$ cat config.mk
export PLATFORM = sky130hd
export DESIGN_NAME = sha256_byte_stream_hasher
export DESIGN_NICKNAME = d
export VERILOG_FILES = /design/src/design/shs_pkg.sv /design/src/design/sha256_byte_stream_hasher.sv /design/src/design/shs_front.sv /design/src/design/shs_back.sv
export SDC_FILE = /design/constraint.sdc
export NUM_CORES = 2
export LEC_CHECK = 0
export BUFFER_PORTS_ARGS = -buffer_cell sky130_fd_sc_hd__buf_4
export CAP_MARGIN = 0
export CORE_MARGIN = 5
export CORE_UTILIZATION = 46
export DETAILED_ROUTE_END_ITERATION = 8
export PLACE_DENSITY = 0.66
export SYNTH_ARGS = -nofsm -noshare
export SYNTH_HDL_FRONTEND = slang
export SYNTH_SLANG_ARGS = --single-unit
export TNS_END_PERCENT = 10
$ cat constraint.sdc
create_clock -name clk -period 82.7 [get_ports clk]
set_input_delay 4.135 -clock clk [delete_from_list [all_inputs] [get_ports clk]]
set_output_delay 4.135 -clock clk [all_outputs]
set_load 0.005 [all_outputs]
$ cat src/design/shs_pkg.sv
// Shared types and SHA-256 constants for the byte stream hasher.
package shs_pkg;

    // One queued command: a message byte and/or an end-of-message mark.
    typedef struct packed {
        logic [7:0] data_byte;
        logic       byte_valid;
        logic       end_of_message;
    } cmd_t;

    // One digest word as it leaves the hasher.
    typedef struct packed {
        logic [31:0] digest_word;
        logic [2:0]  word_index;
        logic        last_word;
    } result_t;

    localparam int DIGEST_WORDS = 8;
    localparam int ROUNDS       = 64;

    localparam logic [31:0] INIT_HASH [DIGEST_WORDS] = '{
        32'h6a09e667, 32'hbb67ae85, 32'h3c6ef372, 32'ha54ff53a,
        32'h510e527f, 32'h9b05688c, 32'h1f83d9ab, 32'h5be0cd19
    };

    localparam logic [31:0] ROUND_K [ROUNDS] = '{
        32'h428a2f98, 32'h71374491, 32'hb5c0fbcf, 32'he9b5dba5,
        32'h3956c25b, 32'h59f111f1, 32'h923f82a4, 32'hab1c5ed5,
        32'hd807aa98, 32'h12835b01, 32'h243185be, 32'h550c7dc3,
        32'h72be5d74, 32'h80deb1fe, 32'h9bdc06a7, 32'hc19bf174,
        32'he49b69c1, 32'hefbe4786, 32'h0fc19dc6, 32'h240ca1cc,
        32'h2de92c6f, 32'h4a7484aa, 32'h5cb0a9dc, 32'h76f988da,
        32'h983e5152, 32'ha831c66d, 32'hb00327c8, 32'hbf597fc7,
        32'hc6e00bf3, 32'hd5a79147, 32'h06ca6351, 32'h14292967,
        32'h27b70a85, 32'h2e1b2138, 32'h4d2c6dfc, 32'h53380d13,
        32'h650a7354, 32'h766a0abb, 32'h81c2c92e, 32'h92722c85,
        32'ha2bfe8a1, 32'ha81a664b, 32'hc24b8b70, 32'hc76c51a3,
        32'hd192e819, 32'hd6990624, 32'hf40e3585, 32'h106aa070,
        32'h19a4c116, 32'h1e376c08, 32'h2748774c, 32'h34b0bcb5,
        32'h391c0cb3, 32'h4ed8aa4a, 32'h5b9cca4f, 32'h682e6ff3,
        32'h748f82ee, 32'h78a5636f, 32'h84c87814, 32'h8cc70208,
        32'h90befffa, 32'ha4506ceb, 32'hbef9a3f7, 32'hc67178f2
    };

    // First padding byte after the message.
    localparam logic [7:0] PAD_MARK = 8'h80;

    // Fill position at which the length field begins.
    localparam logic [5:0] LEN_START = 6'd56;

    // Last byte position of a block.
    localparam logic [5:0] LAST_BYTE = 6'd63;

endpackage

$ cat src/design/sha256_byte_stream_hasher.sv
// Top level of the SHA-256 byte stream hasher: input queue, hash engine, result register.
//
// The hasher takes one message byte per push transaction and returns the eight digest
// words, most significant first, after an item with end_of_message set. Items flow into a
// command queue of QUEUE_DEPTH entries; with a depth above one, full only rises while the
// hash engine is busy. The engine absorbs one byte per cycle; the 64th byte of each block
// starts a compression (64 rounds on one shared round unit, then the chain update), during
// which the queue holds further bytes. An end-of-message item adds padding bytes up to the
// block end and a compression; when fewer than nine bytes of the block are left for the
// 0x80 mark and the length field, a second block of 64 padding bytes and a second
// compression follow. The digest then leaves at one word per cycle while the result side
// pops. Items with neither a byte nor an end mark are taken and dropped.
module sha256_byte_stream_hasher
    import shs_pkg::*;
#(
    parameter int QUEUE_DEPTH = 4
)
(
    input  logic        clk,
    input  logic        rst_n,
    input  logic        push,
    output logic        full,
    input  logic [7:0]  data_byte,
    input  logic        byte_valid,
    input  logic        end_of_message,
    output logic        empty,
    input  logic        pop,
    output logic [31:0] digest_word,
    output logic [2:0]  word_index,
    output logic        last_word
);

    cmd_t    cmd;
    logic    cmd_avail;
    logic    cmd_take;
    logic    eng_valid;
    logic    eng_ready;
    result_t eng_word;
    result_t res_reg;
    logic    res_full_reg;

    shs_front #(
        .DEPTH (QUEUE_DEPTH)
    ) u_front (
        .clk            (clk),
        .rst_n          (rst_n),
        .push           (push),
        .full           (full),
        .data_byte      (data_byte),
        .byte_valid     (byte_valid),
        .end_of_message (end_of_message),
        .cmd_avail      (cmd_avail),
        .cmd            (cmd),
        .cmd_take       (cmd_take)
    );

    shs_back u_back (
        .clk       (clk),
        .rst_n     (rst_n),
        .cmd_avail (cmd_avail),
        .cmd       (cmd),
        .cmd_take  (cmd_take),
        .out_valid (eng_valid),
        .out_word  (eng_word),
        .out_ready (eng_ready)
    );

    // Result register: refilled in the same cycle that its word is popped.
    assign eng_ready = !res_full_reg || pop;

    always_ff @(posedge clk or negedge rst_n)
    begin
        if (!rst_n)
        begin
            res_full_reg <= 1'b0;
        end
        else if (eng_valid && eng_ready)
        begin
            res_full_reg <= 1'b1;
        end
        else if (pop)
        begin
            res_full_reg <= 1'b0;
        end
    end

    always_ff @(posedge clk)
    begin
        if (eng_valid && eng_ready)
        begin
            res_reg <= eng_word;
        end
    end

    assign empty       = !res_full_reg;
    assign digest_word = res_reg.digest_word;
    assign word_index  = res_reg.word_index;
    assign last_word   = res_reg.last_word;

endmodule

$ cat src/design/shs_front.sv
// Front end: accepts input transactions, drops empty ones and queues commands.
module shs_front
    import shs_pkg::*;
#(
    parameter int DEPTH = 4
)
(
    input  logic clk,
    input  logic rst_n,
    input  logic push,
    output logic full,
    input  logic [7:0] data_byte,
    input  logic byte_valid,
    input  logic end_of_message,
    output logic cmd_avail,
    output cmd_t cmd,
    input  logic cmd_take
);

    localparam int PW = (DEPTH > 1) ? $clog2(DEPTH) : 1;
    localparam int CW = $clog2(DEPTH + 1);

    cmd_t           queue_reg [DEPTH];
    logic [PW-1:0]  wr_ptr_reg, wr_ptr_next;
    logic [PW-1:0]  rd_ptr_reg, rd_ptr_next;
    logic [CW-1:0]  count_reg, count_next;
    logic           wr_en;

    assign full      = (count_reg == CW'(DEPTH));
    assign cmd_avail = (count_reg != '0);
    assign cmd       = queue_reg[rd_ptr_reg];

    // An item with neither a byte nor an end mark has no effect and is not queued.
    assign wr_en = push && !full && (byte_valid || end_of_message);

    // Pointer and occupancy update.
    always_comb
    begin
        wr_ptr_next = wr_ptr_reg;
        rd_ptr_next = rd_ptr_reg;
        count_next  = count_reg;
        if (wr_en)
        begin
            wr_ptr_next = (wr_ptr_reg == PW'(DEPTH - 1)) ? '0 : wr_ptr_reg + 1'b1;
        end
        if (cmd_take)
        begin
            rd_ptr_next = (rd_ptr_reg == PW'(DEPTH - 1)) ? '0 : rd_ptr_reg + 1'b1;
        end
        if (wr_en && !cmd_take)
        begin
            count_next = count_reg + 1'b1;
        end
        else if (!wr_en && cmd_take)
        begin
            count_next = count_reg - 1'b1;
        end
    end

    always_ff @(posedge clk or negedge rst_n)
    begin
        if (!rst_n)
        begin
            wr_ptr_reg <= '0;
            rd_ptr_reg <= '0;
            count_reg  <= '0;
        end
        else
        begin
            wr_ptr_reg <= wr_ptr_next;
            rd_ptr_reg <= rd_ptr_next;
            count_reg  <= count_next;
        end
    end

    // Queue storage holds payload only.
    always_ff @(posedge clk)
    begin
        if (wr_en)
        begin
            queue_reg[wr_ptr_reg] <= '{data_byte: data_byte, byte_valid: byte_valid,
                                       end_of_message: end_of_message};
        end
    end

endmodule

$ cat src/design/shs_back.sv
// Back end: block buffer, padding sequencer, 64-round compression and digest readout.
module shs_back
    import shs_pkg::*;
(
    input  logic    clk,
    input  logic    rst_n,
    input  logic    cmd_avail,
    input  cmd_t    cmd,
    output logic    cmd_take,
    output logic    out_valid,
    output result_t out_word,
    input  logic    out_ready
);

    localparam logic [2:0] S_IDLE = 3'd0;
    localparam logic [2:0] S_PAD  = 3'd1;
    localparam logic [2:0] S_COMP = 3'd2;
    localparam logic [2:0] S_ADD  = 3'd3;
    localparam logic [2:0] S_OUT  = 3'd4;

    logic [2:0]   state_reg, state_next;
    logic [5:0]   fill_reg, fill_next;
    logic [60:0]  len_reg, len_next;
    logic         pad_reg, pad_next;
    logic         first_reg, first_next;
    logic         len_ok_reg, len_ok_next;
    logic         fin_reg, fin_next;
    logic [5:0]   round_reg, round_next;
    logic [2:0]   idx_reg, idx_next;
    logic [31:0]  chain_reg [DIGEST_WORDS];
    logic [31:0]  chain_next [DIGEST_WORDS];
    logic [31:0]  v_reg [DIGEST_WORDS];
    logic [31:0]  v_next [DIGEST_WORDS];
    logic [511:0] blk_reg, blk_next;

    logic         load_v;
    logic [63:0]  len_bits;
    logic [7:0]   len_byte;
    logic [7:0]   pad_byte;
    logic [31:0]  t1, t2, w_new;

    function automatic logic [31:0] ror(input logic [31:0] x, input int r);
        ror = (x >> r) | (x << (32 - r));
    endfunction

    function automatic logic [31:0] big_s0(input logic [31:0] x);
        big_s0 = ror(x, 2) ^ ror(x, 13) ^ ror(x, 22);
    endfunction

    function automatic logic [31:0] big_s1(input logic [31:0] x);
        big_s1 = ror(x, 6) ^ ror(x, 11) ^ ror(x, 25);
    endfunction

    function automatic logic [31:0] small_s0(input logic [31:0] x);
        small_s0 = ror(x, 7) ^ ror(x, 18) ^ (x >> 3);
    endfunction

    function automatic logic [31:0] small_s1(input logic [31:0] x);
        small_s1 = ror(x, 17) ^ ror(x, 19) ^ (x >> 10);
    endfunction

    // Round datapath: working variables a..h live in v_reg[0..7].
    assign t1 = v_reg[7] + big_s1(v_reg[4])
              + ((v_reg[4] & v_reg[5]) ^ (~v_reg[4] & v_reg[6]))
              + ROUND_K[round_reg] + blk_reg[511:480];
    assign t2 = big_s0(v_reg[0])
              + ((v_reg[0] & v_reg[1]) ^ (v_reg[0] & v_reg[2]) ^ (v_reg[1] & v_reg[2]));

    // Message schedule: the block buffer shifts one word per round.
    assign w_new = small_s1(blk_reg[63:32]) + blk_reg[223:192]
                 + small_s0(blk_reg[479:448]) + blk_reg[511:480];

    // Length field bytes, most significant first at fill positions 56..63.
    assign len_bits = {len_reg, 3'b000};
    assign len_byte = 8'(len_bits >> {~fill_reg[2:0], 3'b000});
    assign pad_byte = first_reg ? PAD_MARK
                    : ((len_ok_reg && (fill_reg >= LEN_START)) ? len_byte : 8'h00);

    assign cmd_take  = (state_reg == S_IDLE) && cmd_avail;
    assign out_valid = (state_reg == S_OUT);
    assign out_word  = '{digest_word: chain_reg[idx_reg], word_index: idx_reg,
                         last_word: (idx_reg == 3'(DIGEST_WORDS - 1))};

    // Sequencer.
    always_comb
    begin
        state_next  = state_reg;
        fill_next   = fill_reg;
        len_next    = len_reg;
        pad_next    = pad_reg;
        first_next  = first_reg;
        len_ok_next = len_ok_reg;
        fin_next    = fin_reg;
        round_next  = round_reg;
        idx_next    = idx_reg;
        blk_next    = blk_reg;
        load_v      = 1'b0;
        for (int i = 0; i < DIGEST_WORDS; i++)
        begin
            chain_next[i] = chain_reg[i];
            v_next[i]     = v_reg[i];
        end

        unique case (state_reg)
            S_IDLE:
            begin
                if (cmd_avail)
                begin
                    if (cmd.byte_valid)
                    begin
                        blk_next  = {blk_reg[503:0], cmd.data_byte};
                        fill_next = fill_reg + 6'd1;
                        len_next  = len_reg + 61'd1;
                    end
                    if (cmd.end_of_message)
                    begin
                        pad_next    = 1'b1;
                        first_next  = 1'b1;
                        len_ok_next = 1'b0;
                        fin_next    = 1'b0;
                    end
                    if (cmd.byte_valid && (fill_reg == LAST_BYTE))
                    begin
                        load_v     = 1'b1;
                        state_next = S_COMP;
                    end
                    else if (cmd.end_of_message)
                    begin
                        state_next = S_PAD;
                    end
                end
            end
            S_PAD:
            begin
                blk_next  = {blk_reg[503:0], pad_byte};
                fill_next = fill_reg + 6'd1;
                if (first_reg)
                begin
                    first_next  = 1'b0;
                    len_ok_next = (fill_reg < LEN_START);
                end
                // A full padded block is compressed; it is final once it holds the length.
                if (fill_reg == LAST_BYTE)
                begin
                    fin_next    = !first_reg && len_ok_reg;
                    len_ok_next = 1'b1;
                    load_v      = 1'b1;
                    state_next  = S_COMP;
                end
            end
            S_COMP:
            begin
                for (int i = 1; i < DIGEST_WORDS; i++)
                begin
                    v_next[i] = v_reg[i-1];
                end
                v_next[0]  = t1 + t2;
                v_next[4]  = v_reg[3] + t1;
                blk_next   = {blk_reg[479:0], w_new};
                round_next = round_reg + 6'd1;
                if (round_reg == 6'(ROUNDS - 1))
                begin
                    state_next = S_ADD;
                end
            end
            S_ADD:
            begin
                for (int i = 0; i < DIGEST_WORDS; i++)
                begin
                    chain_next[i] = chain_reg[i] + v_reg[i];
                end
                if (fin_reg)
                begin
                    idx_next   = '0;
                    state_next = S_OUT;
                end
                else if (pad_reg)
                begin
                    state_next = S_PAD;
                end
                else
                begin
                    state_next = S_IDLE;
                end
            end
            S_OUT:
            begin
                if (out_ready)
                begin
                    idx_next = idx_reg + 3'd1;
                    // Last word delivered: back to the initial hash value and an empty message.
                    if (idx_reg == 3'(DIGEST_WORDS - 1))
                    begin
                        for (int i = 0; i < DIGEST_WORDS; i++)
                        begin
                            chain_next[i] = INIT_HASH[i];
                        end
                        fill_next  = '0;
                        len_next   = '0;
                        pad_next   = 1'b0;
                        fin_next   = 1'b0;
                        state_next = S_IDLE;
                    end
                end
            end
            default:
            begin
                state_next = S_IDLE;
            end
        endcase

        if (load_v)
        begin
            round_next = '0;
            for (int i = 0; i < DIGEST_WORDS; i++)
            begin
                v_next[i] = chain_reg[i];
            end
        end
    end

    // Control and chaining state.
    always_ff @(posedge clk or negedge rst_n)
    begin
        if (!rst_n)
        begin
            state_reg  <= S_IDLE;
            fill_reg   <= '0;
            len_reg    <= '0;
            pad_reg    <= 1'b0;
            first_reg  <= 1'b0;
            len_ok_reg <= 1'b0;
            fin_reg    <= 1'b0;
            round_reg  <= '0;
            idx_reg    <= '0;
            for (int i = 0; i < DIGEST_WORDS; i++)
            begin
                chain_reg[i] <= INIT_HASH[i];
            end
        end
        else
        begin
            state_reg  <= state_next;
            fill_reg   <= fill_next;
            len_reg    <= len_next;
            pad_reg    <= pad_next;
            first_reg  <= first_next;
            len_ok_reg <= len_ok_next;
            fin_reg    <= fin_next;
            round_reg  <= round_next;
            idx_reg    <= idx_next;
            for (int i = 0; i < DIGEST_WORDS; i++)
            begin
                chain_reg[i] <= chain_next[i];
            end
        end
    end

    // Block buffer and working variables.
    always_ff @(posedge clk)
    begin
        blk_reg <= blk_next;
        for (int i = 0; i < DIGEST_WORDS; i++)
        begin
            v_reg[i] <= v_next[i];
        end
    end

    // Padding always ends on a block boundary before the digest is read out.
    assert property (@(posedge clk) disable iff (!rst_n)
        out_valid |-> (fill_reg == '0) && pad_reg)
        else $error("digest readout with a partial block");

    // Compression runs until the chain update.
    assert property (@(posedge clk) disable iff (!rst_n)
        (state_reg == S_COMP) |=> (state_reg == S_COMP) || (state_reg == S_ADD))
        else $error("compression left early");

    // A final chain update is followed by the readout of word zero.
    assert property (@(posedge clk) disable iff (!rst_n)
        (state_reg == S_ADD) && fin_reg |=> out_valid && (idx_reg == '0))
        else $error("final block not followed by readout");

    // After the last word the message state is back at its start.
    assert property (@(posedge clk) disable iff (!rst_n)
        out_valid && out_ready && out_word.last_word
        |=> (state_reg == S_IDLE) && (len_reg == '0) && !pad_reg)
        else $error("state not restored after digest");

endmodule
==> impl_metrics.json <==
{
  "status": "completed",
  "max_freq_mhz": 89.8,
  "cp.arrival_ps": 11650,
  "setup_viol": 0,
  "die_area_sq_mm": 0.179,
  "grt_pass1_wl_mm": 367,
  "h-tree-depth": 4,
  "top_level_ports": 52,
  "fp.coreArea_sq_mm": 0.169,
  "grt_pass1_vias": 60000,
  "cts_tree": "yes",
  "crit_path_end_kind": "flip-flop",
  "final-hold-violation-count": 0,
  "drc": 0,
  "crit_fanout": 13,
  "largest_register_ffs": 512,
  "grt_antenna_before_repair": 3,
  "gp_routability_congestion": 0.971,
  "viasPerCell": 5.90,
  "synth_area_sq_mm": 0.0784,
  "nets": 8737,
  "wirelength_mm": 242,
  "syn_nets": 8949,
  "post_cts_resized": 0,
  "critPathBufInv": 4,
  "ir_worst_vdd_mv": 0.0479,
  "cellLeakagePower_nw": 35.3,
  "cp_slowest_cell": "ha_1",
  "clock-root-buffer": "clkbuf_16",
  "wl_per_cell_um": 23.1,
  "min_period_ps": 11130,
  "start_kind": "flip-flop",
  "clockBufferDepth": 3,
  "floorplan.initialDensity": 0.463,
  "clk_pin_slew_worst_paths_ps": 60,
  "yosysTopAreaCell": "edfxtp_1",
  "avgSynthCellArea_sq_um": 9.41,
  "layout_setup_ws_ps": 71570,
  "rsz0062_at_grt": "no",
  "die_y_um": 423,
  "route.vias.total": 61700,
  "crit_required_ps": 83220,
  "drv_cap": 0,
  "drtPass1Iterations": 6,
  "yosys_warnings": 0,
  "yosys.cell_count.top_type": "nand2_1",
  "drtIter0Drc": 6774,
  "yosys-top-cells-area": "edfxtp_1 32%, nand2_1 11%, dfrtp_1 6.7%",
  "grt_overflow": 0,
  "slew_headroom": 0.124,
  "num_rows": 151,
  "synth_edf_count": 844,
  "tightest_slew_ps": 1300,
  "powerDensity_mw_per_mm2": 51.1,
  "post-route-period-util": 0.135,
  "ys_seq_elements": 1191,
  "worstHoldPathType": "reg -> reg",
  "cp_common_cell": "fa_1",
  "ys.flop_type": "edfxtp_1",
  "area_growth_pct": 8.51,
  "ant_nets": 0,
  "grt.total_usage": 0.264,
  "whs_ps": 501,
  "hpwl_mm": 171,
  "maxSlewViolCount": 0,
  "yosys-top-cells-count": "2327 x nand2_1, 844 x edfxtp_1, 542 x o21ai_0, 478 x a21oi_1, 417 x clkbuf_1",
  "synth_cells": 8338,
  "layout-drive-gt1-share": 0.0805,
  "async_flop_share": 0.291,
  "dieWidth_um": 423,
  "clock_latency_ps": 810,
  "cts_num_sinks": 1191,
  "ys_types": 92,
  "max_stage_delay_ps": 960,
  "synth_top_area_frac": 0.323,
  "cts_setup_buffers": 0,
  "setup.worst_path.class": "reg -> reg",
  "ys_seq_area_frac": 0.436,
  "fin_tns_setup_ps": 0,
  "hold_buffers": 0,
  "cts_made_buffers": 140,
  "crit_family": "adder cells",
  "place_ws_ps": 71780,
  "grt_max_degree": 236,
  "portBuffers": 51,
  "finClkSkew_ps": 39.8
}
-- where the power goes --
| part | internal (W) | leakage, nW | switching, W | total [W] |
|---|---|---|---|---|
| Sequential | 0.000953 | 12.0 | 0.000199 | 0.00115 |
| Clock | 0.000364 | 2.23 | 0.000265 | 0.000629 |
| Combinational | 0.00109 | 21.1 | 0.00148 | 0.00257 |
-- layout by cell type, fill, tap and decap left out, types with 196 or more instances in the layout --
cell | synthesis | layout
nor2_1 | 385 | 383
edfxtp_1 | 844 | 844
dfrtp_1 | 211 | 205
a21oi_1 | 478 | 477
inv_1 | 286 | 286
xor2_1 | 253 | 253
o21ai_0 | 542 | 542
fa_1 | 196 | 196
xnor2_1 | 366 | 366
nand2_1 | 2327 | 2321
ha_1 | 401 | 401
-- kinds of logic (layout without fill, tap and decap cells) --
kind of cell / after synthesis / count (layout) / synth area share
AO/OA/AOI/OAI: 1616 / 1616 / 0.125
AND/OR/NAND/NOR: 3353 / 3353 / 0.178
XOR/XNOR: 619 / 619 / 0.0691
other: 0 / 1 / 0
buffers and inverters: 760 / 666 / 0.0365
flip-flops: 1191 / 1191 / 0.436
adder cells (fa/ha/maj): 619 / 619 / 0.117
multiplexers: 180 / 180 / 0.0389
-- layout make-up --
class                      count  area (sq um)
fill                       15400         84400
multi-input combinational   6387         41500
sequential                  1191         34200
clock buffer                 196          3840
tap                         2218          2780
inverter                     289          1080
timing repair buffer         117           936
clock inverter                64           798
antenna                        1          2.50
-- per-stage QoR --
step / util / total power [W] / area [sq um] / std cells
3_5_place_dp: 0.475 / 0.00367 / 80500 / 10200
6_report: 0.502 / 0.00435 / 85100 / 10500
5_1_grt: 0.502 / 0.00467 / 85100 / 10500
4_1_cts: 0.502 / 0.00433 / 85100 / 10500
2_1_floorplan: - / 0.00305 / 78400 / 8338
3_3_place_gp: 0.475 / 0.00362 / 80500 / 10200
-- final timing paths --
| check | from | to | slack (ps) | cells after the start |
|---|---|---|---|---|
| worst max register to register | u_back.round_reg[0] | u_back.v_reg[0][29] | 71570 | 35 |
| worst min register to register | u_front.count_reg[2] | u_front.count_reg[2] | 500 | 1 |
| max in group asynchronous | rst_n | u_back.round_reg[3] | 76950 | 3 |
| min in group asynchronous | rst_n | u_back.chain_reg[197] | 3300 | 1 |
| worst max-delay path | u_back.round_reg[0] | u_back.v_reg[0][29] | 71570 | 35 |
| worst min-delay path | u_front.count_reg[2] | u_front.count_reg[2] | 500 | 1 |
-- per-layer routing --
layer  part of all wire  up-vias  global-route usage
li1                   -    28400                   -
met1               0.42    30200               0.362
met2               0.45     2518               0.412
met3              0.079      542              0.0482
met4              0.047        2               0.114
met5           0.000054        -                   0
(Power assumes the default switching activity.)
